$ cat config.mk
export PLATFORM = sky130hd
export DESIGN_NAME = nmea_gll_field_parser_core
export DESIGN_NICKNAME = d
export VERILOG_FILES = /design/src/design/ngll_pkg.sv /design/src/design/nmea_gll_field_parser_core.sv /design/src/design/ngll_parse.sv
export SDC_FILE = /design/constraint.sdc
export NUM_CORES = 2
export LEC_CHECK = 0
export BUFFER_PORTS_ARGS = -buffer_cell sky130_fd_sc_hd__clkbuf_2
export CAP_MARGIN = 20
export CORE_ASPECT_RATIO = 1.1
export CORE_MARGIN = 2
export CORE_UTILIZATION = 65
export CTS_CLUSTER_DIAMETER = 50
export DETAILED_ROUTE_END_ITERATION = 6
export PLACE_DENSITY_LB_ADDON = 0.12
export SLEW_MARGIN = 10
export SYNTH_ARGS = -nofsm -noshare
export SYNTH_HDL_FRONTEND = slang
export SYNTH_SLANG_ARGS = --single-unit
$ cat constraint.sdc
create_clock -name clock -period 29.5 [get_ports clock]
set_input_delay 2.95 -clock clock [delete_from_list [all_inputs] [get_ports clock]]
set_output_delay 2.95 -clock clock [all_outputs]
set_load 0.02 [all_outputs]
$ cat src/design/ngll_pkg.sv
// types, constants and field arithmetic shared by the gll sentence parser
package ngll_pkg;

   localparam int POS_FRAC_DIGITS  = 5;
   localparam int TIME_FRAC_DIGITS = 2;

   localparam int REQ_DATA_W = 8;
   localparam int RSP_DATA_W = 104;

   localparam logic [7:0] CHAR_COMMA = 8'h2C;
   localparam logic [7:0] CHAR_PLUS  = 8'h2B;
   localparam logic [7:0] CHAR_MINUS = 8'h2D;
   localparam logic [7:0] CHAR_POINT = 8'h2E;
   localparam logic [7:0] CHAR_ZERO  = 8'h30;
   localparam logic [7:0] CHAR_NINE  = 8'h39;
   localparam logic [7:0] CHAR_NORTH = 8'h4E;
   localparam logic [7:0] CHAR_EAST  = 8'h45;
   localparam logic [7:0] CHAR_FIXED = 8'h41;
   localparam logic [7:0] CHAR_G     = 8'h47;
   localparam logic [7:0] CHAR_N     = 8'h4E;
   localparam logic [7:0] CHAR_L     = 8'h4C;

   localparam logic [2:0] ID_LEN = 3'd5;

   localparam logic [2:0] FIELD_ID       = 3'd0;
   localparam logic [2:0] FIELD_LAT      = 3'd1;
   localparam logic [2:0] FIELD_LAT_HEMI = 3'd2;
   localparam logic [2:0] FIELD_LNG      = 3'd3;
   localparam logic [2:0] FIELD_LNG_HEMI = 3'd4;
   localparam logic [2:0] FIELD_TIME     = 3'd5;
   localparam logic [2:0] FIELD_STATUS   = 3'd6;
   localparam logic [2:0] FIELD_LAST     = 3'd7;

   localparam logic [1:0] TOK_LEN_MAX = 2'd2;

   typedef struct packed {
      logic        point;
      logic        stop;
      logic        start;
   } num_flags_type;

   typedef struct packed {
      logic [2:0]  field;
      logic [2:0]  id_pos;
      logic        id_mis;
      logic [31:0] acc;
      logic [2:0]  frac;
      logic        sign;
      logic [7:0]  tok_char;
      logic [1:0]  tok_len;
   } field_state_type;

   typedef struct packed {
      logic [31:0] lat;
      logic [31:0] lng;
      logic [31:0] utc;
      logic        fix;
   } sentence_type;

   // expected message identifier, one character per position
   function automatic logic [7:0] id_char(input logic [2:0] pos);
      logic [7:0] ch;
      case (pos)
         3'd0:    ch = CHAR_G;
         3'd1:    ch = CHAR_N;
         3'd2:    ch = CHAR_G;
         3'd3:    ch = CHAR_L;
         3'd4:    ch = CHAR_L;
         default: ch = 8'h00;
      endcase
      return ch;
   endfunction

   function automatic logic [19:0] pow_ten(input logic [2:0] k);
      logic [19:0] p;
      case (k)
         3'd0:    p = 20'd1;
         3'd1:    p = 20'd10;
         3'd2:    p = 20'd100;
         3'd3:    p = 20'd1000;
         3'd4:    p = 20'd10000;
         3'd5:    p = 20'd100000;
         3'd6:    p = 20'd1000000;
         default: p = 20'd1;
      endcase
      return p;
   endfunction

   function automatic logic [2:0] frac_digits(input logic [2:0] field);
      return (field == FIELD_TIME) ? 3'(TIME_FRAC_DIGITS) : 3'(POS_FRAC_DIGITS);
   endfunction

   // acc * 10 + digit, saturating at all ones
   function automatic logic [31:0] acc_digit(input logic [31:0] a, input logic [3:0] d);
      logic [35:0] v;
      v = {1'b0, a, 3'b000} + {3'b000, a, 1'b0} + {32'd0, d};
      return (v[35:32] != 4'd0) ? 32'hFFFF_FFFF : v[31:0];
   endfunction

   function automatic logic [31:0] negate_sat(input logic [31:0] v);
      return (v == 32'h8000_0000) ? 32'h7FFF_FFFF : 32'd0 - v;
   endfunction

   // scale the magnitude up to the full fraction width and apply the sign
   function automatic logic [31:0] finish_number(input field_state_type fs);
      logic [2:0]  f;
      logic [2:0]  fc;
      logic [51:0] m;
      logic [31:0] mag;
      logic [31:0] res;
      f  = frac_digits(fs.field);
      fc = (fs.frac > f) ? f : fs.frac;
      m  = {20'd0, fs.acc} * {32'd0, pow_ten(3'(f - fc))};
      if (fs.sign) begin
         mag = (m > 52'h0_0000_8000_0000) ? 32'h8000_0000 : m[31:0];
         res = 32'd0 - mag;
      end else begin
         res = (m > 52'h0_0000_7FFF_FFFF) ? 32'h7FFF_FFFF : m[31:0];
      end
      return res;
   endfunction

   function automatic logic token_is(input field_state_type fs, input logic [7:0] ch);
      return (fs.tok_len == 2'd1) && (fs.tok_char == ch);
   endfunction

   // close the current field into the sentence record
   function automatic sentence_type commit_field(input field_state_type fs,
                                                 input sentence_type snt);
      sentence_type r;
      r = snt;
      if (!fs.id_mis) begin
         case (fs.field)
            FIELD_LAT:      r.lat = finish_number(fs);
            FIELD_LAT_HEMI: begin
               if (!token_is(fs, CHAR_NORTH)) r.lat = negate_sat(snt.lat);
            end
            FIELD_LNG:      r.lng = finish_number(fs);
            FIELD_LNG_HEMI: begin
               if (!token_is(fs, CHAR_EAST)) r.lng = negate_sat(snt.lng);
            end
            FIELD_TIME:     r.utc = finish_number(fs);
            FIELD_STATUS:   r.fix = token_is(fs, CHAR_FIXED);
            default: ;
         endcase
      end
      return r;
   endfunction

endpackage

$ cat src/design/nmea_gll_field_parser_core.sv
// GLL sentence parser: one body character per transaction in, one fix record per sentence out
//
// The req channel carries one character of the sentence body per transaction in
// req_tdata, with req_tlast set on the final character (the leading dollar sign and the
// checksum star are stripped upstream). The rsp channel carries one transaction per
// sentence: rsp_tuser is 1 when the identifier was not GNGLL, and then rsp_tdata is zero.
// Otherwise rsp_tdata holds latitude and longitude as signed ddmm.mmmmm times 1e5 and
// the UTC time as hhmmss.ss times 100, plus the fix valid flag.
// One character is taken every cycle while req_tready is high. The last character of a
// sentence loads the end-of-sentence stage, and from there the result moves on into the
// output register, where it can be taken: the closing field is finished (scale multiply,
// saturation, hemisphere sign) in a stage of its own.
// Reset clears the parse state and empties both result stages.
// When the receiver stalls, one result waits in the output register and a second in
// the end-of-sentence stage; only with both full does req_tready drop.
module nmea_gll_field_parser_core (
   input  logic                              clock,
   input  logic                              reset,
   input  logic                              req_tvalid,
   output logic                              req_tready,
   input  logic [ngll_pkg::REQ_DATA_W-1:0]   req_tdata,  // [7:0] char_in
   input  logic                              req_tlast,  // end_of_sentence
   output logic                              rsp_tvalid,
   input  logic                              rsp_tready,
   // [31:0] latitude, [63:32] longitude, [95:64] utc_time, [96] fix_valid, rest zero
   output logic [ngll_pkg::RSP_DATA_W-1:0]   rsp_tdata,
   output logic                              rsp_tuser   // [0] status
);
   import ngll_pkg::*;

   field_state_type end_fs, snap_fs_ff;
   sentence_type    end_snt, snap_snt_ff, snt_done;
   logic            snap_valid_ff, snap_valid_in;
   logic            rsp_valid_ff, rsp_valid_in;
   logic [RSP_DATA_W-1:0] rsp_data_ff, rsp_data_in;
   logic            rsp_user_ff, rsp_user_in;
   logic            in_accept, snap_load, snap_move, discard;

   assign req_tready = !(snap_valid_ff && rsp_valid_ff);
   assign in_accept  = req_tvalid && req_tready;
   assign snap_load  = in_accept && req_tlast;
   assign snap_move  = snap_valid_ff && (!rsp_valid_ff || rsp_tready);

   ngll_parse u_parse (
      .clock       (clock),
      .reset       (reset),
      .item_accept (in_accept),
      .char_in     (req_tdata[7:0]),
      .last_in     (req_tlast),
      .end_fs      (end_fs),
      .end_snt     (end_snt)
   );

   // close the last open field and format the record
   always_comb begin
      snt_done = commit_field(snap_fs_ff, snap_snt_ff);
      discard  = snap_fs_ff.id_mis |
                 ((snap_fs_ff.field == FIELD_ID) && (snap_fs_ff.id_pos != ID_LEN));
      if (discard) begin
         rsp_data_in = '0;
      end else begin
         rsp_data_in = {7'd0, snt_done.fix, snt_done.utc, snt_done.lng, snt_done.lat};
      end
      rsp_user_in   = discard;
      snap_valid_in = snap_load || (snap_valid_ff && !snap_move);
      rsp_valid_in  = snap_move || (rsp_valid_ff && !rsp_tready);
   end

   always_ff @(posedge clock) begin
      if (reset) begin
         snap_valid_ff <= 1'b0;
         rsp_valid_ff  <= 1'b0;
      end else begin
         snap_valid_ff <= snap_valid_in;
         rsp_valid_ff  <= rsp_valid_in;
      end
   end

   always_ff @(posedge clock) begin
      if (snap_load) begin
         snap_fs_ff  <= end_fs;
         snap_snt_ff <= end_snt;
      end
      if (snap_move) begin
         rsp_data_ff <= rsp_data_in;
         rsp_user_ff <= rsp_user_in;
      end
   end

   assign rsp_tvalid = rsp_valid_ff;
   assign rsp_tdata  = rsp_data_ff;
   assign rsp_tuser  = rsp_user_ff;

endmodule

$ cat src/design/ngll_parse.sv
// per-character field tracking and number accumulation for one sentence
module ngll_parse (
   input  logic                     clock,
   input  logic                     reset,
   input  logic                     item_accept,
   input  logic [7:0]               char_in,
   input  logic                     last_in,
   output ngll_pkg::field_state_type end_fs,
   output ngll_pkg::sentence_type    end_snt
);
   import ngll_pkg::*;

   field_state_type fs_ff, fs_in, fs_feed;
   num_flags_type   flags_ff, flags_in, flags_feed;
   sentence_type    snt_ff, snt_in;
   logic            is_comma;

   assign is_comma = (char_in == CHAR_COMMA);

   // effect of one non-comma character on the open field
   always_comb begin
      fs_feed    = fs_ff;
      flags_feed = flags_ff;
      if (fs_ff.field == FIELD_ID) begin
         if (fs_ff.id_pos < ID_LEN && char_in == id_char(fs_ff.id_pos)) begin
            fs_feed.id_pos = fs_ff.id_pos + 3'd1;
         end else begin
            fs_feed.id_mis = 1'b1;
         end
      end else if (!fs_ff.id_mis) begin
         case (fs_ff.field)
            FIELD_LAT, FIELD_LNG, FIELD_TIME: begin
               if (!flags_ff.stop) begin
                  if (!flags_ff.start && (char_in == CHAR_PLUS || char_in == CHAR_MINUS)) begin
                     flags_feed.start = 1'b1;
                     if (char_in == CHAR_MINUS) fs_feed.sign = 1'b1;
                  end else if (char_in inside {[CHAR_ZERO:CHAR_NINE]}) begin
                     flags_feed.start = 1'b1;
                     if (!flags_ff.point) begin
                        fs_feed.acc = acc_digit(fs_ff.acc, char_in[3:0]);
                     end else if (fs_ff.frac < frac_digits(fs_ff.field)) begin
                        fs_feed.acc  = acc_digit(fs_ff.acc, char_in[3:0]);
                        fs_feed.frac = fs_ff.frac + 3'd1;
                     end
                  end else if (char_in == CHAR_POINT && !flags_ff.point) begin
                     flags_feed.point = 1'b1;
                     flags_feed.start = 1'b1;
                  end else begin
                     flags_feed.stop = 1'b1;
                  end
               end
            end
            FIELD_LAT_HEMI, FIELD_LNG_HEMI, FIELD_STATUS: begin
               if (fs_ff.tok_len == 2'd0) fs_feed.tok_char = char_in;
               if (fs_ff.tok_len < TOK_LEN_MAX) fs_feed.tok_len = fs_ff.tok_len + 2'd1;
            end
            default: ;
         endcase
      end
   end

   always_comb begin
      fs_in    = fs_ff;
      flags_in = flags_ff;
      snt_in   = snt_ff;
      if (item_accept) begin
         if (last_in) begin
            // the sentence leaves through end_fs/end_snt; start over
            fs_in    = '0;
            flags_in = '0;
            snt_in   = '0;
         end else if (is_comma) begin
            snt_in        = commit_field(fs_ff, snt_ff);
            fs_in         = '0;
            flags_in      = '0;
            fs_in.field   = (fs_ff.field == FIELD_LAST) ? FIELD_LAST : fs_ff.field + 3'd1;
            fs_in.id_pos  = fs_ff.id_pos;
            fs_in.id_mis  = fs_ff.id_mis |
                            ((fs_ff.field == FIELD_ID) && (fs_ff.id_pos != ID_LEN));
         end else begin
            fs_in    = fs_feed;
            flags_in = flags_feed;
         end
      end
   end

   // a final comma closes the field as it stands; any other final character is fed first
   assign end_fs  = is_comma ? fs_ff : fs_feed;
   assign end_snt = snt_ff;

   always_ff @(posedge clock) begin
      if (reset) begin
         fs_ff    <= '0;
         flags_ff <= '0;
         snt_ff   <= '0;
      end else begin
         fs_ff    <= fs_in;
         flags_ff <= flags_in;
         snt_ff   <= snt_in;
      end
   end

endmodule

**Word-level counts from Yosys, hierarchy flattened**

Index checks and enable logic that the tools add are counted.

- $add $sub $neg: 18
- $mul: 6
- Divide/modulo/power cells: 0
- Magnitude comparators: 19
- Equality and inequality tests: 57
- Shifts and indexed selects: 0
- Multiplexer cells: 101
- Bitwise gates (word level): 2
- Reduce and logical (&&, ||, !) cells: 54

Operators by type and width:

| kind | number |
|---|---|
| $mux 32 | 30 |
| $mux 20 | 21 |
| $mux 97 | 4 |
| $sub 1x32->32 const A | 10 |
| $gt 52x31->1 const B | 6 |
| $gt 52x32->1 const B | 6 |
| $mul 32x20->52 | 6 |
| $pmux 32 s2 | 4 |
| $pmux 20 s6 | 2 |
| $eq 32x32->1 const B | 4 |
| $mux 53 | 2 |
| $mux 35 | 3 |
| $mux 46 | 2 |
| $mux 36 | 2 |
| $mux 50 | 1 |
| $eq 8x7->1 const B | 6 |
| $eq 3x3->1 const B | 14 |
| $mux 3 | 13 |
| $add 35x33->36 | 1 |
| $add 36x4->36 | 1 |
| $eq 8x6->1 const B | 4 |
| $eq 3x2->1 const B | 10 |
| $pmux 7 s3 | 1 |
| $logic_and 1x1->1 | 18 |
| 36 further kinds | 86 |

- Register bits after elaboration: 410
- Bits in latches: 0
- Memory bits (writable): 0
- Memory bits (read-only): 0
- Input port bits: 13
- Word-level logic and storage cells: 289
- Memories: 0

**Depth between registers and ports, before layout**

- Depth in word-level cells: 21
- Depth in mapped cells: 59
- Gate-level depth less buffers: 54

**Cells and area by module**

From an unflattened synthesis, not the netlist that was laid out.

- Cell total of the unflattened synthesis: 7443
- Area total of the unflattened synthesis: 64010.1 um^2

By module, submodules not included:

| module | times used | cells an instance | area an instance (um^2) |
|---|---|---|---|
| nmea_gll_field_parser_core | 1 | 3479 | 32160.8 |
| ngll_parse | 1 | 3964 | 31849.3 |

**Least setup slack after synthesis**

No wires, ideal clock.

- Path type: register to register
- From: reg snap_fs_ff[52] (netlist name)
- To: reg rsp_data_ff[30], in the netlist rsp_tdata[30], data pin
- Library setup time: 0.152 ns
- Data arrival time: 12.351 ns
- Slack: 16.997 ns
- Stages on the path, launching flop included: 57
- Cell sequence: edfxtp_1 clkbuf_1 nand2_1 or2_2 buf_2 inv_2 clkbuf_1 o21ai_0 nand2_1 nand2_1 ha_1 fa_1 xor2_1 and3_1 clkbuf_1 or2_2 clkbuf_1 clkbuf_1 [... 21 more ...] xor2_1 or4_1 and4b_1 buf_4 and2_4 buf_6 buf_4 nand2_1 ha_1 inv_2 nor2_1 inv_1 nor2_1 nand3_1 or4_1 nand4_1 o211ai_1 o21ai_0

- Longest elaborated chain between the ends: 16
- Elaborated cells between the ends (all ways): 28
- Those cells by class: add/sub: 2; mul: 1; order compare: 3; eq/ne: 9; mux: 10; bitwise: 1; reduce/logical: 2

RTL lines:

| what | RTL line | source |
|---|---|---|
| start, declared | nmea_gll_field_parser_core.sv:31 | `field_state_type end_fs, snap_fs_ff;` |
| start signal, assigned | nmea_gll_field_parser_core.sv:81 | `snap_fs_ff <= end_fs;` |
| $eq 3x3->1 | ngll_pkg.sv:90 | `return (field == FIELD_TIME) ? 3'(TIME_FRAC_DIGITS) : 3'(POS_FRAC_DIGITS);` |
| $mux 3 | ngll_pkg.sv:90 |  |
| $gt 3x3->1 | ngll_pkg.sv:112 | `fc = (fs.frac > f) ? f : fs.frac;` |
| $mux 3 | ngll_pkg.sv:112 |  |
| $sub 3x3->3 | ngll_pkg.sv:113 | `m = {20'd0, fs.acc} * {32'd0, pow_ten(3'(f - fc))};` |
| $eq 3x3->1, or another cell as far along | ngll_pkg.sv:76 | `case (k)` |
| $pmux 20 s6 | ngll_pkg.sv:76 |  |
| $mux 20 | ngll_pkg.sv:133 | `case (fs.field)` |
| $mux 20 | ngll_pkg.sv:132 | `if (!fs.id_mis) begin` |
| $mul 32x20->52 | ngll_pkg.sv:113 |  |
| $gt 52x32->1 | ngll_pkg.sv:115 | `mag = (m > 52'h0_0000_8000_0000) ? 32'h8000_0000 : m[31:0];` |
| $mux 32 | ngll_pkg.sv:115 |  |
| $sub 1x32->32 | ngll_pkg.sv:116 | `res = 32'd0 - mag;` |
| $mux 32 | ngll_pkg.sv:114 | `if (fs.sign) begin` |
| $pmux 32 s2 | ngll_pkg.sv:133 |  |
| $mux 97 | ngll_pkg.sv:132 |  |
| end signal, assigned | nmea_gll_field_parser_core.sv:85 | `rsp_data_ff <= rsp_data_in;` |
| end, declared | nmea_gll_field_parser_core.sv:35 | `logic [RSP_DATA_W-1:0] rsp_data_ff, rsp_data_in;` |

Several ways; a longest one is shown, not always the timed one. The select of a mux whose other input is x is not followed.
A chain may end at the register's enable or synchronous reset.

**Final worst setup path**

- From: reg snap_fs_ff[52] (netlist name)
- To: reg rsp_data_ff[62], in the netlist rsp_tdata[62], data pin

Same word-level chain as after synthesis.

==> impl_metrics.csv <==
group,metric,value,unit
route,routed_via_density,6.406,
floorplan,core,0.09714,sq mm
hold_path,hold_path_class,"flop to flop",
logic_synthesis,syn_area,0.06361,sq mm
critical_path,r2r_start,"snap_fs_ff[52]$_DFFE_PP_",
critical_path,crit_path_end_kind,"flop",
hold_path,min_from,"u_parse.end_snt[18]$_SDFFE_PP0P_",
hold_path,hold_depth,0,
finish,stdcell_count,8569,
cts,cts_num_sinks,403,
placed_design,place_inst,8467,
critical_path,worstRegToRegCells,46,
timing,tightest_slew,1159,ps
floorplan,start_util,0.6548,
cts,clockRootBuffer,"clkbuf_16",
critical_path,slowest_stage,"clkinv_1",
timing,fin_worst_skew,29.65,ps
critical_path,r2r-end,"rsp_tdata[62]$_SDFFCE_PP0P_",
finish,mostFrequentLayoutCells,"1260 x inv_1, 939 x fa_1, 821 x nand2_1",
run,maxCapViolations,0,
finish,areaGrowthSynthToFinish,5.264,%
route,wirelength,208600,microns
logic_synthesis,synthCells,7372,
cts,cts_tree,"built",
placed_design,gp_congestion,1.023,
critical_path,critPathBufInv,9,
finish,mostFrequentLayoutCell,"inv_1",
cts,cts_hold_repair.buffers,0,
outcome,status,"finished, final reports clean",
finish,fin_area,0.06696,sq mm
logic_synthesis,yosysSeqAreaShare,0.1659,
critical_path,worstPathMaxFanout,43,
critical_path,path_delay_family,"simple AND/OR/NAND/NOR gates",
timing,worst_slack,13800,ps
finish,drive_above_1_share,0.06110,
cts,cts_buffers,51,
floorplan,die_area,0.1004,sq mm
route,drtPass1Iterations,6,
floorplan,num_io_pins,120,
cts,post_cts_buffers,0,
timing,relSlewSlack,0.2264,
logic_synthesis,ys_warn_count,0,
logic_synthesis,ys_types,111,
route,drt_iter0_markers,6159,
critical_path,crit_arrival,16150,ps
critical_path,critPathRequiredTime,29950,ps
timing,drv_slew,0,
critical_path,reg2reg_slack,13800,ps
critical_path,crit_top_cell,"fa_1",
logic_synthesis,synthArstFlopShare,0,
global_routing,grt_pass1_vias,56300,
route,vias,54890,
global_routing,grt_pass1_wl,324600,microns
cts,clkLatencyLatePin,670,ps
placed_design,dp_slack,14120,ps
cts,clk_path_buf_depth,3,
placed_design,dp.final_hpwl,164800,microns
global_routing,grt_max_degree,74,
logic_synthesis,synthFlopType,"edfxtp_1",
timing,layout_min_cycle_time,15700,ps
timing,whs,431.8,ps
critical_path,slowest_delay,720,ps
timing,rsz0062_at_grt,"no",
floorplan,die_h,332.1,microns
global_routing,overflow,0,
cts,cts_resized,0,
logic_synthesis,avgSynthCellArea,8.628,sq um
critical_path,worstSetupPathType,"flop to flop",
critical_path,cp-start-kind,"flop",
cts,htreeDepth,2,
pwr,leakage,33.15,nW
timing,setup_violations,0,
timing,hold_viol,0,
logic_synthesis,synth_edf_count,248,
route,postRouteAntennaNets,0,
finish,nFillCells,7957,
placed_design,portBuffers,112,
pwr,power_density,39.84,mW/mm^2
floorplan,std_cell_rows,120,
logic_synthesis,synth-seq-cells,403,
global_routing,grt_antenna_before_repair,14,
hold_path,holdPathEnd,"snap_snt_ff[18]$_DFFE_PP_",
timing,period_share,0.5322,
pwr,peakVddDrop,0.0001160,V
route,wl_per_cell,24.34,microns
timing,fin_setup_tns,0,ps
placed_design,postPlaceCellArea,0.06507,sq mm
route,drc_errors,0,
global_routing,grt_use_total,0.4246,
timing,fmax,63.69,MHz
floorplan,die_x,302.3,microns
finish,finalNetCount,8666,
cts,clk_pin_slew,60,ps
[flip-flops by register name, summed over array words and instances, names as in the netlist]
register,flops
rsp_tuser,1
snap_fs_ff,53
snap_snt_ff,97
rsp_tdata,97
u_parse.end_snt,97
snap_valid_ff,1
u_parse.fs_feed,3
u_parse.flags_ff,3
rsp_tvalid,1
u_parse.fs_ff,50
[stage by stage]
step	util	total power, mW
CTS	0.6890	2.647
finish	0.6892	2.667
global placement	0.6698	1.956
floorplan	-	1.584
global route	0.6892	2.829
detailed placement	0.6698	1.969
[cells in the mapped netlist (54+ instances only)]
cell type | count | share of area
edfxtp_1 | 248 | 0.12
nor2_1 | 437 | 0.026
nor3_1 | 129 | 0.010
o21ai_0 | 326 | 0.026
xnor2_1 | 92 | 0.013
clkbuf_1 | 352 | 0.021
fa_1 | 939 | 0.30
ha_1 | 474 | 0.093
a21oi_1 | 375 | 0.030
and3_1 | 92 | 0.0090
and2_1 | 306 | 0.030
nand2_1 | 822 | 0.049
xor2_1 | 59 | 0.0081
a31oi_1 | 54 | 0.0053
nand2b_1 | 70 | 0.0069
inv_1 | 1260 | 0.074
nand3_1 | 124 | 0.0098
a21o_1 | 84 | 0.0099
or2_2 | 54 | 0.0053
dfxtp_1 | 155 | 0.049
[power breakdown]
part	internal, mW	switching [mW]	leakage [nW]
Combinational	0.457	0.907	28.6
Sequential	0.608	0.0163	3.63
Clock	0.393	0.287	0.888
[kinds of logic (layout without fill, tap and decap cells)]
kind of cell | after synthesis | after routing | share of synthesized area
adders and majority gates | 1413 | 1413 | 0.3888
buffers and inverters | 1660 | 1565 | 0.09920
xor gates and xnor gates | 151 | 151 | 0.02079
DFF | 403 | 403 | 0.1659
AOI/OAI and AO/OA | 1430 | 1430 | 0.1466
and+or+nand+nor | 2285 | 2285 | 0.1738
muxes | 29 | 29 | 0.004859
other | 1 | 12 | 0.00005896
[per-layer routing]
layer,up-vias,global-route usage,part of all wire
met5,-,0,0.00030
met4,8,0.2747,0.079
met3,860,0.08340,0.10
met2,3194,0.6726,0.45
met1,26780,0.5306,0.36
li1,24050,-,-
[how the worst max path moves through the flow]
| stage | cells past startpoint | slack [ps] | startpoint | endpoint |
|---|---|---|---|---|
| after CTS | 46 | 14050 | snap_fs_ff[52]$_DFFE_PP_ | rsp_tdata[62]$_SDFFCE_PP0P_ |
| final | 46 | 13800 | snap_fs_ff[52]$_DFFE_PP_ | rsp_tdata[62]$_SDFFCE_PP0P_ |
| after floorplan | 56 | 17000 | snap_fs_ff[52]$_DFFE_PP_ | rsp_tdata[30]$_SDFFCE_PP0P_ |
| after global placement | 46 | 14090 | snap_fs_ff[52]$_DFFE_PP_ | rsp_tdata[62]$_SDFFCE_PP0P_ |
| after detailed placement | 46 | 14120 | snap_fs_ff[52]$_DFFE_PP_ | rsp_tdata[62]$_SDFFCE_PP0P_ |
| after global routing | 46 | 13070 | snap_fs_ff[52]$_DFFE_PP_ | rsp_tdata[62]$_SDFFCE_PP0P_ |
[area by class of cell]
| class | instances | area (sq um) | share of cell area |
|---|---|---|---|
| clock buffers | 60 | 1351 | 0.02018 |
| diodes | 5 | 12.51 | 0.0001869 |
| inverters | 1265 | 4748 | 0.07092 |
| well taps | 1281 | 1603 | 0.02394 |
| repair buffers | 204 | 1259 | 0.01880 |
| multi-input cells | 5315 | 46930 | 0.7008 |
| flip-flops and latches | 403 | 10550 | 0.1576 |
| clock inverters | 36 | 506.7 | 0.007568 |
[worst reg2reg max path, delay by kind of cell, from the launching register on]
kind | cells | cell delay [ps]
flip-flops | 1 | 680
adder cells (fa/ha/maj) | 10 | 4650
AND/OR/NAND/NOR | 21 | 6420
AO/OA/AOI/OAI | 6 | 1490
buffers and inverters | 9 | 2220
Note: power is estimated with default switching activity, not from simulation.
